## config.mk

```make
export PLATFORM = sky130hd
export DESIGN_NAME = signed_decimal_line_formatter
export DESIGN_NICKNAME = d
export VERILOG_FILES = /design/src/sv/sdlf_pkg.sv /design/src/sv/sdlf_prep.sv /design/src/sv/sdlf_digit.sv /design/src/sv/sdlf_serial.sv /design/src/sv/signed_decimal_line_formatter.sv
export SDC_FILE = /design/constraint.sdc
export NUM_CORES = 1
export LEC_CHECK = 0
export ABC_AREA = 1
export BUFFER_PORTS_ARGS = -buffer_cell sky130_fd_sc_hd__buf_4
export CAP_MARGIN = 30
export CORE_AREA = 2 2 274 276
export DETAILED_ROUTE_END_ITERATION = 10
export DIE_AREA = 0 0 276 278
export PLACE_DENSITY = 0.73
export REMOVE_ABC_BUFFERS = 1
export SLEW_MARGIN = 30
export SYNTH_ARGS = -nofsm -noshare
export SYNTH_HDL_FRONTEND = slang
export SYNTH_SLANG_ARGS = --single-unit
```

## constraint.sdc

```tcl
create_clock -name clk -period 7 [get_ports clk]
set_clock_uncertainty 0.05 [all_clocks]
set_input_delay 0.35 -clock clk [delete_from_list [all_inputs] [get_ports clk]]
set_output_delay 0.35 -clock clk [all_outputs]
set_load 0.05 [all_outputs]
```

## src/sv/sdlf_pkg.sv

```systemverilog
// ----------------------------------------------------------------------------
// sdlf_pkg
// Shared types, widths, character codes and helpers of the signed decimal
// line formatter.
// ----------------------------------------------------------------------------
package sdlf_pkg;

  localparam int VALUE_W     = 32;
  localparam int LABEL_W     = 64;
  localparam int LEN_W       = 4;
  localparam int MAG_W       = 32;
  localparam int DIGIT_W     = 4;
  localparam int LABEL_BYTES = 8;
  localparam int CHAR_W      = 8;

  localparam int DIGIT_COUNT_DEF     = 6;
  localparam int MAX_LABEL_CHARS_DEF = 8;
  localparam int FIELD_WIDTH_DEF     = 17;

  localparam logic [CHAR_W-1:0] CH_MINUS = 8'h2D;
  localparam logic [CHAR_W-1:0] CH_ZERO  = 8'h30;
  localparam logic [CHAR_W-1:0] CH_SPACE = 8'h20;
  localparam logic [CHAR_W-1:0] CH_CR    = 8'h0D;
  localparam logic [CHAR_W-1:0] CH_LF    = 8'h0A;

  typedef struct packed {
    logic signed [VALUE_W-1:0] value;
    logic [LABEL_W-1:0]        label_chars;
    logic [LEN_W-1:0]          label_length;
  } in_item_t;

  typedef struct packed {
    logic [CHAR_W-1:0] char_code;
    logic              last_char;
    logic              clamped;
  } out_item_t;

  typedef struct packed {
    logic               neg;
    logic               clamped;
    logic [LEN_W-1:0]   len;
    logic [LABEL_W-1:0] label;
    logic [MAG_W-1:0]   mag;
  } work_t;

  function automatic logic [MAG_W-1:0] pow10(input int n);
    logic [MAG_W-1:0] p;
    p = 32'd1;
    for (int i = 0; i < n; i++) begin
      p = p * 32'd10;
    end
    return p;
  endfunction

endpackage

```

## src/sv/sdlf_prep.sv

```systemverilog
// ----------------------------------------------------------------------------
// sdlf_prep
// Sign split, magnitude, saturation and label length limit; one stage.
// ----------------------------------------------------------------------------
module sdlf_prep #(
  parameter int DIGIT_COUNT     = sdlf_pkg::DIGIT_COUNT_DEF,
  parameter int MAX_LABEL_CHARS = sdlf_pkg::MAX_LABEL_CHARS_DEF
) (
  input  logic               clk,
  input  logic               rst_n,
  input  logic               up_valid,
  input  sdlf_pkg::in_item_t up_item,
  output logic               up_ready,
  output logic               dn_valid,
  output sdlf_pkg::work_t    dn_work,
  input  logic               dn_ready
);

  localparam logic [sdlf_pkg::MAG_W-1:0] LIMIT =
    sdlf_pkg::pow10(DIGIT_COUNT) - 32'd1;
  localparam logic [sdlf_pkg::LEN_W-1:0] MAX_LEN = sdlf_pkg::LEN_W'(MAX_LABEL_CHARS);

  logic                        v_r;
  sdlf_pkg::work_t             work_r;
  sdlf_pkg::work_t             work_nxt;
  logic [sdlf_pkg::MAG_W-1:0]  raw;
  logic [sdlf_pkg::MAG_W-1:0]  mag;

  assign up_ready = !v_r || dn_ready;
  assign dn_valid = v_r;
  assign dn_work  = work_r;

  always_comb begin
    raw              = up_item.value;
    mag              = raw[sdlf_pkg::MAG_W-1] ? (32'd0 - raw) : raw;
    work_nxt.neg     = raw[sdlf_pkg::MAG_W-1];
    work_nxt.clamped = mag > LIMIT;
    work_nxt.mag     = (mag > LIMIT) ? LIMIT : mag;
    work_nxt.label   = up_item.label_chars;
    work_nxt.len     = (up_item.label_length > MAX_LEN) ? MAX_LEN : up_item.label_length;
  end

  always_ff @(posedge clk) begin
    if (!rst_n) begin
      v_r <= 1'b0;
    end else if (up_ready) begin
      v_r <= up_valid;
    end
  end

  always_ff @(posedge clk) begin
    if (up_ready && up_valid) begin
      work_r <= work_nxt;
    end
  end

endmodule

```

## src/sv/sdlf_digit.sv

```systemverilog
// ----------------------------------------------------------------------------
// sdlf_digit
// One decimal digit stage: peels the digit of weight 10^(DIGIT_COUNT-1-IDX).
// ----------------------------------------------------------------------------
module sdlf_digit #(
  parameter int DIGIT_COUNT = sdlf_pkg::DIGIT_COUNT_DEF,
  parameter int IDX         = 0
) (
  input  logic                                         clk,
  input  logic                                         rst_n,
  input  logic                                         up_valid,
  input  sdlf_pkg::work_t                              up_work,
  input  logic [DIGIT_COUNT-1:0][sdlf_pkg::DIGIT_W-1:0] up_digits,
  output logic                                         up_ready,
  output logic                                         dn_valid,
  output sdlf_pkg::work_t                              dn_work,
  output logic [DIGIT_COUNT-1:0][sdlf_pkg::DIGIT_W-1:0] dn_digits,
  input  logic                                         dn_ready
);

  localparam logic [sdlf_pkg::MAG_W-1:0] TOP = sdlf_pkg::pow10(DIGIT_COUNT - 1 - IDX);

  logic                                          v_r;
  sdlf_pkg::work_t                               work_r;
  sdlf_pkg::work_t                               work_nxt;
  logic [DIGIT_COUNT-1:0][sdlf_pkg::DIGIT_W-1:0] digits_r;
  logic [DIGIT_COUNT-1:0][sdlf_pkg::DIGIT_W-1:0] digits_nxt;
  logic [sdlf_pkg::DIGIT_W-1:0]                  dig;
  logic [sdlf_pkg::MAG_W-1:0]                    sub;

  assign up_ready  = !v_r || dn_ready;
  assign dn_valid  = v_r;
  assign dn_work   = work_r;
  assign dn_digits = digits_r;

  always_comb begin
    dig = '0;
    sub = '0;
    for (int k = 1; k <= 9; k++) begin
      if (up_work.mag >= 32'(k) * TOP) begin
        dig = sdlf_pkg::DIGIT_W'(k);
        sub = 32'(k) * TOP;
      end
    end
    work_nxt        = up_work;
    work_nxt.mag    = up_work.mag - sub;
    digits_nxt      = up_digits;
    digits_nxt[IDX] = dig;
  end

  always_ff @(posedge clk) begin
    if (!rst_n) begin
      v_r <= 1'b0;
    end else if (up_ready) begin
      v_r <= up_valid;
    end
  end

  always_ff @(posedge clk) begin
    if (up_ready && up_valid) begin
      work_r   <= work_nxt;
      digits_r <= digits_nxt;
    end
  end

endmodule

```

## src/sv/sdlf_serial.sv

```systemverilog
// ----------------------------------------------------------------------------
// sdlf_serial
// Line emitter: holds one formatted number and sends its line one character
// per cycle through a registered output.
// ----------------------------------------------------------------------------
module sdlf_serial #(
  parameter int DIGIT_COUNT = sdlf_pkg::DIGIT_COUNT_DEF,
  parameter int FIELD_WIDTH = sdlf_pkg::FIELD_WIDTH_DEF
) (
  input  logic                                         clk,
  input  logic                                         rst_n,
  input  logic                                         up_valid,
  input  sdlf_pkg::work_t                              up_work,
  input  logic [DIGIT_COUNT-1:0][sdlf_pkg::DIGIT_W-1:0] up_digits,
  output logic                                         up_ready,
  output logic                                         out_strobe,
  output sdlf_pkg::out_item_t                          out_item
);

  localparam int LINE_LEN = FIELD_WIDTH + 2;
  localparam int POS_W    = $clog2(LINE_LEN);
  localparam int DIDX_W   = (DIGIT_COUNT > 1) ? $clog2(DIGIT_COUNT) : 1;
  localparam logic [POS_W-1:0] LAST   = POS_W'(LINE_LEN - 1);
  localparam logic [POS_W-1:0] CR_POS = POS_W'(FIELD_WIDTH);

  logic                                                     act_r;
  logic [POS_W-1:0]                                         pos_r;
  logic [sdlf_pkg::LABEL_BYTES-1:0][sdlf_pkg::CHAR_W-1:0]   lbl_r;
  logic [sdlf_pkg::LEN_W-1:0]                               len_r;
  logic                                                     neg_r;
  logic                                                     clp_r;
  logic [DIGIT_COUNT-1:0][sdlf_pkg::DIGIT_W-1:0]            dig_r;
  logic [sdlf_pkg::LEN_W-1:0]                               fst_r;
  logic [sdlf_pkg::LEN_W-1:0]                               ndig_r;
  logic                                                     strobe_r;
  sdlf_pkg::out_item_t                                      out_r;

  logic                       last;
  logic                       load;
  logic [sdlf_pkg::LEN_W-1:0] fst_nxt;
  logic [POS_W-1:0]           lenp;
  logic [POS_W-1:0]           koff;
  logic [POS_W-1:0]           dsel;
  logic [DIDX_W-1:0]          didx;
  logic [sdlf_pkg::CHAR_W-1:0] ch;

  assign last       = act_r && (pos_r == LAST);
  assign up_ready   = !act_r || last;
  assign load       = up_valid && up_ready;
  assign out_strobe = strobe_r;
  assign out_item   = out_r;

  // first printed digit: leading zeros suppressed, lone zero kept
  always_comb begin
    fst_nxt = sdlf_pkg::LEN_W'(DIGIT_COUNT - 1);
    for (int d = DIGIT_COUNT - 1; d >= 0; d--) begin
      if (up_digits[d] != '0) begin
        fst_nxt = sdlf_pkg::LEN_W'(d);
      end
    end
  end

  always_comb begin
    lenp = POS_W'(len_r);
    koff = pos_r - lenp - POS_W'(1);
    dsel = POS_W'(fst_r) + koff;
    didx = dsel[DIDX_W-1:0];
    if (pos_r == LAST) begin
      ch = sdlf_pkg::CH_LF;
    end else if (pos_r == CR_POS) begin
      ch = sdlf_pkg::CH_CR;
    end else if (pos_r < lenp) begin
      ch = lbl_r[pos_r[2:0]];
    end else if (pos_r == lenp) begin
      ch = neg_r ? sdlf_pkg::CH_MINUS : sdlf_pkg::CH_SPACE;
    end else if (koff < POS_W'(ndig_r)) begin
      ch = sdlf_pkg::CH_ZERO + {4'd0, dig_r[didx]};
    end else begin
      ch = sdlf_pkg::CH_SPACE;
    end
  end

  always_ff @(posedge clk) begin
    if (!rst_n) begin
      act_r    <= 1'b0;
      pos_r    <= '0;
      strobe_r <= 1'b0;
    end else begin
      strobe_r <= act_r;
      if (load) begin
        act_r <= 1'b1;
        pos_r <= '0;
      end else if (last) begin
        act_r <= 1'b0;
      end else if (act_r) begin
        pos_r <= pos_r + POS_W'(1);
      end
    end
  end

  always_ff @(posedge clk) begin
    if (load) begin
      lbl_r  <= up_work.label;
      len_r  <= up_work.len;
      neg_r  <= up_work.neg;
      clp_r  <= up_work.clamped;
      dig_r  <= up_digits;
      fst_r  <= fst_nxt;
      ndig_r <= sdlf_pkg::LEN_W'(DIGIT_COUNT) - fst_nxt;
    end
    if (act_r) begin
      out_r.char_code <= ch;
      out_r.last_char <= last;
      out_r.clamped   <= clp_r;
    end
  end

`ifndef SYNTHESIS
  a_pos_step: assert property (@(posedge clk) disable iff (!rst_n)
    act_r && !last |=> act_r && (pos_r == $past(pos_r) + POS_W'(1)))
    else $error("line position skipped");
  a_pos_range: assert property (@(posedge clk) disable iff (!rst_n)
    act_r |-> pos_r <= LAST)
    else $error("line position out of range");
  a_last_end: assert property (@(posedge clk) disable iff (!rst_n)
    strobe_r && out_r.last_char |-> $past(pos_r) == LAST)
    else $error("line end at wrong position");
  a_load_free: assert property (@(posedge clk) disable iff (!rst_n)
    load |=> act_r && pos_r == '0)
    else $error("line load lost");
`endif

endmodule

```

## src/sv/signed_decimal_line_formatter.sv

```systemverilog
// ----------------------------------------------------------------------------
// signed_decimal_line_formatter
// Path: input register, prep stage, digit stages, emitter output register.
// Throughput: one line of FIELD_WIDTH + 2 characters (19) per item; the
//   character emitter sets it, one character per cycle, lines back to back.
// The pipeline ahead of the emitter buffers DIGIT_COUNT + 2 further items.
// Reset: synchronous, active low; clears all valid bits, no line in flight.
// ----------------------------------------------------------------------------
module signed_decimal_line_formatter #(
  parameter int DIGIT_COUNT     = sdlf_pkg::DIGIT_COUNT_DEF,
  parameter int MAX_LABEL_CHARS = sdlf_pkg::MAX_LABEL_CHARS_DEF,
  parameter int FIELD_WIDTH     = sdlf_pkg::FIELD_WIDTH_DEF
) (
  input  logic                clk,
  input  logic                rst_n,
  input  logic                start,
  output logic                busy,
  input  sdlf_pkg::in_item_t  in_item,
  output logic                out_strobe,
  output sdlf_pkg::out_item_t out_item
);

  logic               in_v_r;
  sdlf_pkg::in_item_t in_r;
  logic               prep_ready;
  logic               accept;

  logic                                          st_valid [DIGIT_COUNT+1];
  logic                                          st_ready [DIGIT_COUNT+1];
  sdlf_pkg::work_t                               st_work  [DIGIT_COUNT+1];
  logic [DIGIT_COUNT-1:0][sdlf_pkg::DIGIT_W-1:0] st_dig   [DIGIT_COUNT+1];

  assign busy   = in_v_r && !prep_ready;
  assign accept = start && !busy;
  assign st_dig[0] = '0;

  always_ff @(posedge clk) begin
    if (!rst_n) begin
      in_v_r <= 1'b0;
    end else if (accept) begin
      in_v_r <= 1'b1;
    end else if (prep_ready) begin
      in_v_r <= 1'b0;
    end
  end

  always_ff @(posedge clk) begin
    if (accept) begin
      in_r <= in_item;
    end
  end

  sdlf_prep #(
    .DIGIT_COUNT     (DIGIT_COUNT),
    .MAX_LABEL_CHARS (MAX_LABEL_CHARS)
  ) u_prep (
    .clk      (clk),
    .rst_n    (rst_n),
    .up_valid (in_v_r),
    .up_item  (in_r),
    .up_ready (prep_ready),
    .dn_valid (st_valid[0]),
    .dn_work  (st_work[0]),
    .dn_ready (st_ready[0])
  );

  for (genvar g = 0; g < DIGIT_COUNT; g++) begin : g_digit
    sdlf_digit #(
      .DIGIT_COUNT (DIGIT_COUNT),
      .IDX         (g)
    ) u_digit (
      .clk       (clk),
      .rst_n     (rst_n),
      .up_valid  (st_valid[g]),
      .up_work   (st_work[g]),
      .up_digits (st_dig[g]),
      .up_ready  (st_ready[g]),
      .dn_valid  (st_valid[g+1]),
      .dn_work   (st_work[g+1]),
      .dn_digits (st_dig[g+1]),
      .dn_ready  (st_ready[g+1])
    );
  end

  sdlf_serial #(
    .DIGIT_COUNT (DIGIT_COUNT),
    .FIELD_WIDTH (FIELD_WIDTH)
  ) u_serial (
    .clk        (clk),
    .rst_n      (rst_n),
    .up_valid   (st_valid[DIGIT_COUNT]),
    .up_work    (st_work[DIGIT_COUNT]),
    .up_digits  (st_dig[DIGIT_COUNT]),
    .up_ready   (st_ready[DIGIT_COUNT]),
    .out_strobe (out_strobe),
    .out_item   (out_item)
  );

endmodule

```

==> results of run 1 <==
## cells in the final DEF (no fill, tap or decap), types with 11 or more instances in the layout
cell type,count
inv_1,298
nand3b_1,16
nor2_1,346
ha_1,67
nor2_2,14
a21oi_1,116
xor2_1,91
clkinv_1,17
clkbuf_1,22
nor2_4,11
bufinv_16,11
conb_1,13
nand3_1,115
clkbuf_16,95
edfxtp_1,976
o22ai_1,14
o21ai_0,112
nor3_1,50
xnor2_1,51
nor4_1,18
dfxtp_1,15
buf_4,133
nand2_1,415
nand4_1,34
dlygate4sd3_1,102
## area by class of cell
class | count | area, um2 | share of cell area
inverters | 308 | 1165 | 0.02545
diodes | 1 | 2.502 | 0.00005467
clock buffers | 119 | 2487 | 0.05434
multi-input cells | 1593 | 8652 | 0.1890
flip-flops and latches | 991 | 29610 | 0.6468
repair buffers | 236 | 2031 | 0.04436
well taps | 969 | 1212 | 0.02649
clock inverters | 53 | 618.1 | 0.01350
## final timing paths
kind | end | slack [ps] | cells after the start
worst max-delay path | g_digit[1].u_digit.dn_work[28] | 2480 | 24
worst min-delay path | g_digit[1].u_digit.dn_work[39] | 360 | 0
worst max register to register | g_digit[1].u_digit.dn_work[28] | 2480 | 24
worst min register to register | g_digit[1].u_digit.dn_work[39] | 360 | 0
## through the flow
step                      power [mW]  setup slack, ps  cell area [um2]    util
after detailed placement       7.001             2592            41640  0.5641
after global routing           12.40             2061            45780  0.6201
final                          12.05             2476            45780  0.6201
after floorplan                6.894           -492.1            39380       -
after global placement         6.988             2762            41640  0.5641
after CTS                      12.09             2586            45770  0.6200
## state kept, by name, summed over array words and instances, names as in the netlist, 2 cells and up
register,count
u_prep.dn_work,102
u_serial.pos_r,5
g_digit.u_digit.dn_digits,84
g_digit.u_digit.dn_work,580
u_serial.len_r,4
u_serial.lbl_r,64
u_serial.dig_r,24
u_serial.ndig_r,4
g_digit.u_digit.dn_valid,6
u_serial.out_item,10
u_serial.fst_r,2
in_r,100
## power by group through the flow
stage                     combinational, mW  sequential [mW]  clock, mW
after global routing                  0.326             6.64       5.43
after floorplan                       0.144             6.75          0
after global placement                0.236             6.75          0
after CTS                             0.292             6.63       5.17
after detailed placement              0.243             6.76          0
final                                 0.295             6.64       5.12
## kinds of logic (layout without fill, tap and decap cells)
family	Yosys count	in the layout
and+or+nand+nor	1052	1052
xor gates and xnor gates	142	142
other	1	14
buffers and inverters	330	716
DFF	991	991
adders and majority gates	74	74
AOI/OAI and AO/OA	312	312
## metal layers
metal | global-route usage | vias up
met5 | 0 | -
met4 | 0.07552 | 0
met3 | 0.03140 | 187
met2 | 0.3662 | 726
met1 | 0.2421 | 10880
li1 | - | 10900
## timing repair
action                                  CTS  global route
hold endpoints to repair                102             0
endpoints found under the setup margin    0             0
hold buffers                            102             0
==> metrics.txt, run 1 <==
# fillers 5229; Synth top area share 0.7428; CP top delay family simple AND/OR/NAND/NOR gates; Psw 2.396 mW; H-tree depth 3; top cells by count, synth edfxtp_1, nand2_1, nor2_1; first-pass GRT wire length 121.8 mm; Flop pwr share 0.551; worst reg2reg path startpoint g_digit[0].u_digit.dn_work[22]; total of max-cap violations 0; CP Data Required Time 7420 ps; 1st-iter DRT viols 1752; met2 wire len 40.07 mm; endpoint class of the critical path register; count of port buffers added during placement 114; RSZ-0062 raised after global routing false; layout cells sized above 1 0.1003; WHS 360.3 ps; category of the most critical setup path register to register; GP Congestion 0.9453; run status complete, no violations; P_leak 16.47 nW; CP startpoint kind register; Final Instance Count excl. Fillers 4270; CP Launch Point g_digit[0].u_digit.dn_work[22]; top cells by area, synth edfxtp_1, nand2_1, nor2_1; final WL 76.97 mm; setup tns final 0 ps; placed cells 3995; hold wc startpoint g_digit[0].u_digit.dn_work[39]; wire length on met1 30.78 mm; total gr overflow 0; multiplexer area fraction after synthesis 0; Cell Area, Synth 39450 um2; CP arrival 4940 ps; max-slew violations 0; WL/cell 18.03 um; core area 73820 um2; Yosys reg bits 991; worst slew pin tran 873.6 ps; Ports 115; Critical Path Slowest Stage Cell edfxtp_1; post-CTS sizing 0; post-route minimum period 4524 ps; clk_lat worst skew 650 ps; Vias 22700; power density cells 263.2 nW/um2; die width 276 um; clock share of power 0.425; layout net count 3401; cell with the most instances after synthesis edfxtp_1; CP peak stage delay 430 ps; die area 76730 um2; CP Buf/Inv Count 3; share of the yosys chip area belonging to registers 0.7505; cell taking the most area after synthesis edfxtp_1; CP max FO 5; Num CTS Buffers 94; final hold violations 0; final setup fails 0; hpwl dp 48.69 mm; gr usage total 0.2013; Synth Area in Simple Gates 0.1159; Remaining DRCs 0; Post-Synth XOR/XNOR Area 0.03152; Hold Crit Class register to register; first-pass detailed-route iteration total 6; post-synth cell types 59; Clock transition at path regs 70 ps; area grow syn2layout 16.02%; CTS tree yes; YS warnings 0; cell mode on critical path nand2_1; Synth Instances 2902; root buffer cell clkbuf_16; largest family of logic cells by synthesized area simple AND/OR/NAND/NOR gates; routed length on met3 3.397 mm; dominant synthesized flop cell edfxtp_1; # Post-CTS Setup Buffers 0; EDFF count, synth 976; complex-gate fraction of the synthesized area 0.04484; worst relative slew slack 0.4168; adder-cell share of the synthesized area 0.02480; internal power 9.654 mW; Die Y 278 um; Initial Util 0.5345; vias in the first global route 23220; Comb pwr share 0.025; Top Metal Used met4; maximum clock path buffer count 3; mean post-synth cell area 13.60 um2; Worst IR Drop VDD 0.0002771 V; ANT nets after route 0; initial antenna violation count 1; Max Fclk 0.2211 GHz; # clock sinks 991; final worst-path cycle share 0.6462; largest net degree at the start of global routing 68; switch share 0.1989; FP Rows 100; Via density 5.316; ys async rst share 0; crit path cell chain nor2_1 -> nand2_1 -> inv_1 -> nand3_1 -> nor2_1 -> inv_1 -> a21oi_2 -> nand3_1 -> nand2_1 -> nand2_1 -> nand2_1 -> nand2_1 -> nand2_1 -> ha_1 -> inv_1 -> fa_1 -> nand3_1 -> nand3_1 -> a21oi_1 -> o21ai_0 -> a21oi_1 -> o21ai_0 -> nor2_1 -> xor2_1
No activity file was read; power rests on OpenSTA's default activity.
==> inputs of run 2 (changes only) <==
--- a/config.mk
+++ b/config.mk
@@ -11,7 +11,7 @@
 export CORE_AREA = 2 2 274 276
 export DETAILED_ROUTE_END_ITERATION = 10
 export DIE_AREA = 0 0 276 278
-export PLACE_DENSITY = 0.73
+export PLACE_DENSITY = 0.7
 export REMOVE_ABC_BUFFERS = 1
 export SLEW_MARGIN = 30
 export SYNTH_ARGS = -nofsm -noshare
==> constraint.sdc (replaced) <==
create_clock -name clk -period 4.4 [get_ports clk]
set_clock_uncertainty 0.05 [all_clocks]
set_input_delay 0.22 -clock clk [delete_from_list [all_inputs] [get_ports clk]]
set_output_delay 0.22 -clock clk [all_outputs]
set_load 0.05 [all_outputs]
==> metrics.txt, run 2 (synthesis results as in run 1) <==
worst slew pin tran 978.4 ps (+104.8 ps); power density cells 414.1 nW/um2 (+57%); P_leak 16.63 nW (+1.0%); Antenna Cells 0 (-1); vias in the first global route 22660 (-2.4%); Ports 115 (unchanged); layout net count 3420 (+0.56%); clock share of power 0.423 (-0.002); core area 73820 um2 (unchanged); run status finished with violations; most common cell after layout, fill and taps aside edfxtp_1; largest net degree at the start of global routing 101 (+49%); GP Congestion 0.9400 (-0.56%); category of the most critical setup path register to register; max-slew violations 0 (unchanged); hpwl dp 49.84 mm (+2.4%); Hold Crit Class input port to register; count of port buffers added during placement 114 (unchanged); clk_lat worst skew 660 ps (about the same); CP Data Required Time 4740 ps (-2680 ps); Design Area, Final 46190 um2 (+0.91%); root buffer cell clkbuf_16; total power 19.13 mW (+59%); die width 276 um (unchanged); worst reg2reg path startpoint u_prep.dn_work[14]; Flop pwr share 0.552 (about the same); post-route minimum period 4133 ps (-391.2 ps); number of flip-flops in the largest register 580 (unchanged); Initial Util 0.5345 (unchanged); CTS tree yes; DP Area 41840 um2 (+0.47%); final hold violations 0 (unchanged); Num CTS Buffers 95 (+1.1%); CP arrival 4470 ps (-470 ps); first-pass GRT wire length 117.5 mm (-3.6%); layout cells sized above 1 0.1130 (+0.01265); Remaining DRCs 3 (+3); gr usage total 0.1935 (-0.007747); endpoint class of the critical path register; WHS 231.1 ps (-129.2 ps); final worst-path cycle share 0.9392 (+0.2930); CP startpoint kind register; Die Y 278 um (unchanged); switch share 0.1961 (-0.002751); 1st-iter DRT viols 1412 (-19%); WL/cell 17.27 um (-4.2%); Worst IR Drop VDD 0.0003831 V (+38%); final WL 74.07 mm (-3.8%); Max Fclk 0.2420 GHz (+9.5%); first-pass detailed-route iteration total 9 (+3); worst relative slew slack 0.3447 (-0.07211); total of max-cap violations 0 (unchanged); final setup fails 0 (unchanged); FP Rows 100 (unchanged); die area 76730 um2 (unchanged); total gr overflow 0 (unchanged); # clock sinks 991 (unchanged); CP Launch Point u_prep.dn_work[14]; Comb pwr share 0.025 (about the same); H-tree depth 3 (unchanged); internal power 15.38 mW (+59%); Vias 22380 (-1.4%); hold wc startpoint in_item[94]; Psw 3.752 mW (+57%); Via density 5.218 (-1.8%); most frequent cells in the layout edfxtp_1, nand2_1, nor2_1; ANT nets after route 0 (unchanged); initial antenna violation count 0 (-1); CP max FO 7 (+2); area grow syn2layout 17.08%; maximum clock path buffer count 3 (unchanged); Clock transition at path regs 60 ps (about the same); violated checks DRC
[run 2: cell types whose count changed in the layout (fill, tap and decap cells not counted), sizes merged]
| cell | delta |
|---|---|
| buf | +18 |
| clkinv | +8 |
| clkbuf | -5 |
| inv | -3 |
| clkinvlp | +2 |
| diode | -1 |
[run 2: power by group through the flow]
stage          Combinational [mW]  Sequential, mW  Clock, mW
2_1_floorplan               0.229            10.7          0
3_3_place_gp                0.379            10.7          0
3_5_place_dp                0.388            10.8          0
4_1_cts                     0.463            10.6       8.27
5_1_grt                     0.528            10.6       8.64
6_report                    0.476            10.6       8.10
[run 2: per-stage QoR]
step / util / instances / setup TNS [ps] / worst slack, ps
5_1_grt: 0.6257 / 4289 / -66.04 / -38.04
6_report: 0.6257 / 4289 / 0 / 267.5
2_1_floorplan: - / 2892 / -1628470 / -3092
3_5_place_dp: 0.5668 / 4006 / 0 / 147.0
4_1_cts: 0.6236 / 4282 / 0 / 129.0
3_3_place_gp: 0.5668 / 4006 / 0 / 212.1
[run 2: critical path: stages (launching register included)]
cell      delay (ps)
edfxtp_1         510
nor2_1           260
nand2_1          120
nor2_1           100
o21ai_0          200
nand2_1          110
nand3_1           90
nand3_1          140
nand2_1           60
o21ai_0          240
a21oi_1          140
ha_1             360
a21oi_1          170
nand2_1           90
a21oi_1          260
o21ai_1          210
a21boi_1         300
o21ai_1          180
o21ai_0          180
nand2_1           70
[run 2: routing by layer]
| layer | global-route usage | part of all wire | vias up | wire [um] |
|---|---|---|---|---|
| li1 | - | - | 10940 | - |
| met1 | 0.2434 | 0.41 | 10650 | 30630 |
| met2 | 0.3432 | 0.51 | 641 | 37620 |
| met3 | 0.02686 | 0.048 | 151 | 3531 |
| met4 | 0.07216 | 0.031 | 0 | 2291 |
| met5 | 0 | 0 | - | 0 |
[run 2: path summary, 6_finish.rpt]
path,endpoint,slack [ps],cells after the start
worst max-delay path,g_digit[0].u_digit.dn_work[26],270,19
worst min-delay path,in_r[94],230,2
worst max register to register,g_digit[0].u_digit.dn_work[26],270,19
worst min register to register,g_digit[1].u_digit.dn_work[84],350,0
[run 2: area by class of cell]
class | count | area, um2
clock buffers | 114 | 2470
clock inverters | 60 | 701.9
fillers | 5305 | 27630
inverters | 308 | 1167
multi-input cells | 1593 | 8735
flip-flops and latches | 991 | 29610
well taps | 969 | 1212
repair buffers | 254 | 2298
[run 2: timing repair]
action	4_1_cts	5_1_grt
setup endpoints to repair	0	32
endpoints found under the hold margin	115	0
buffers inserted	0	5
resized for setup	0	25
hold buffers	102	0
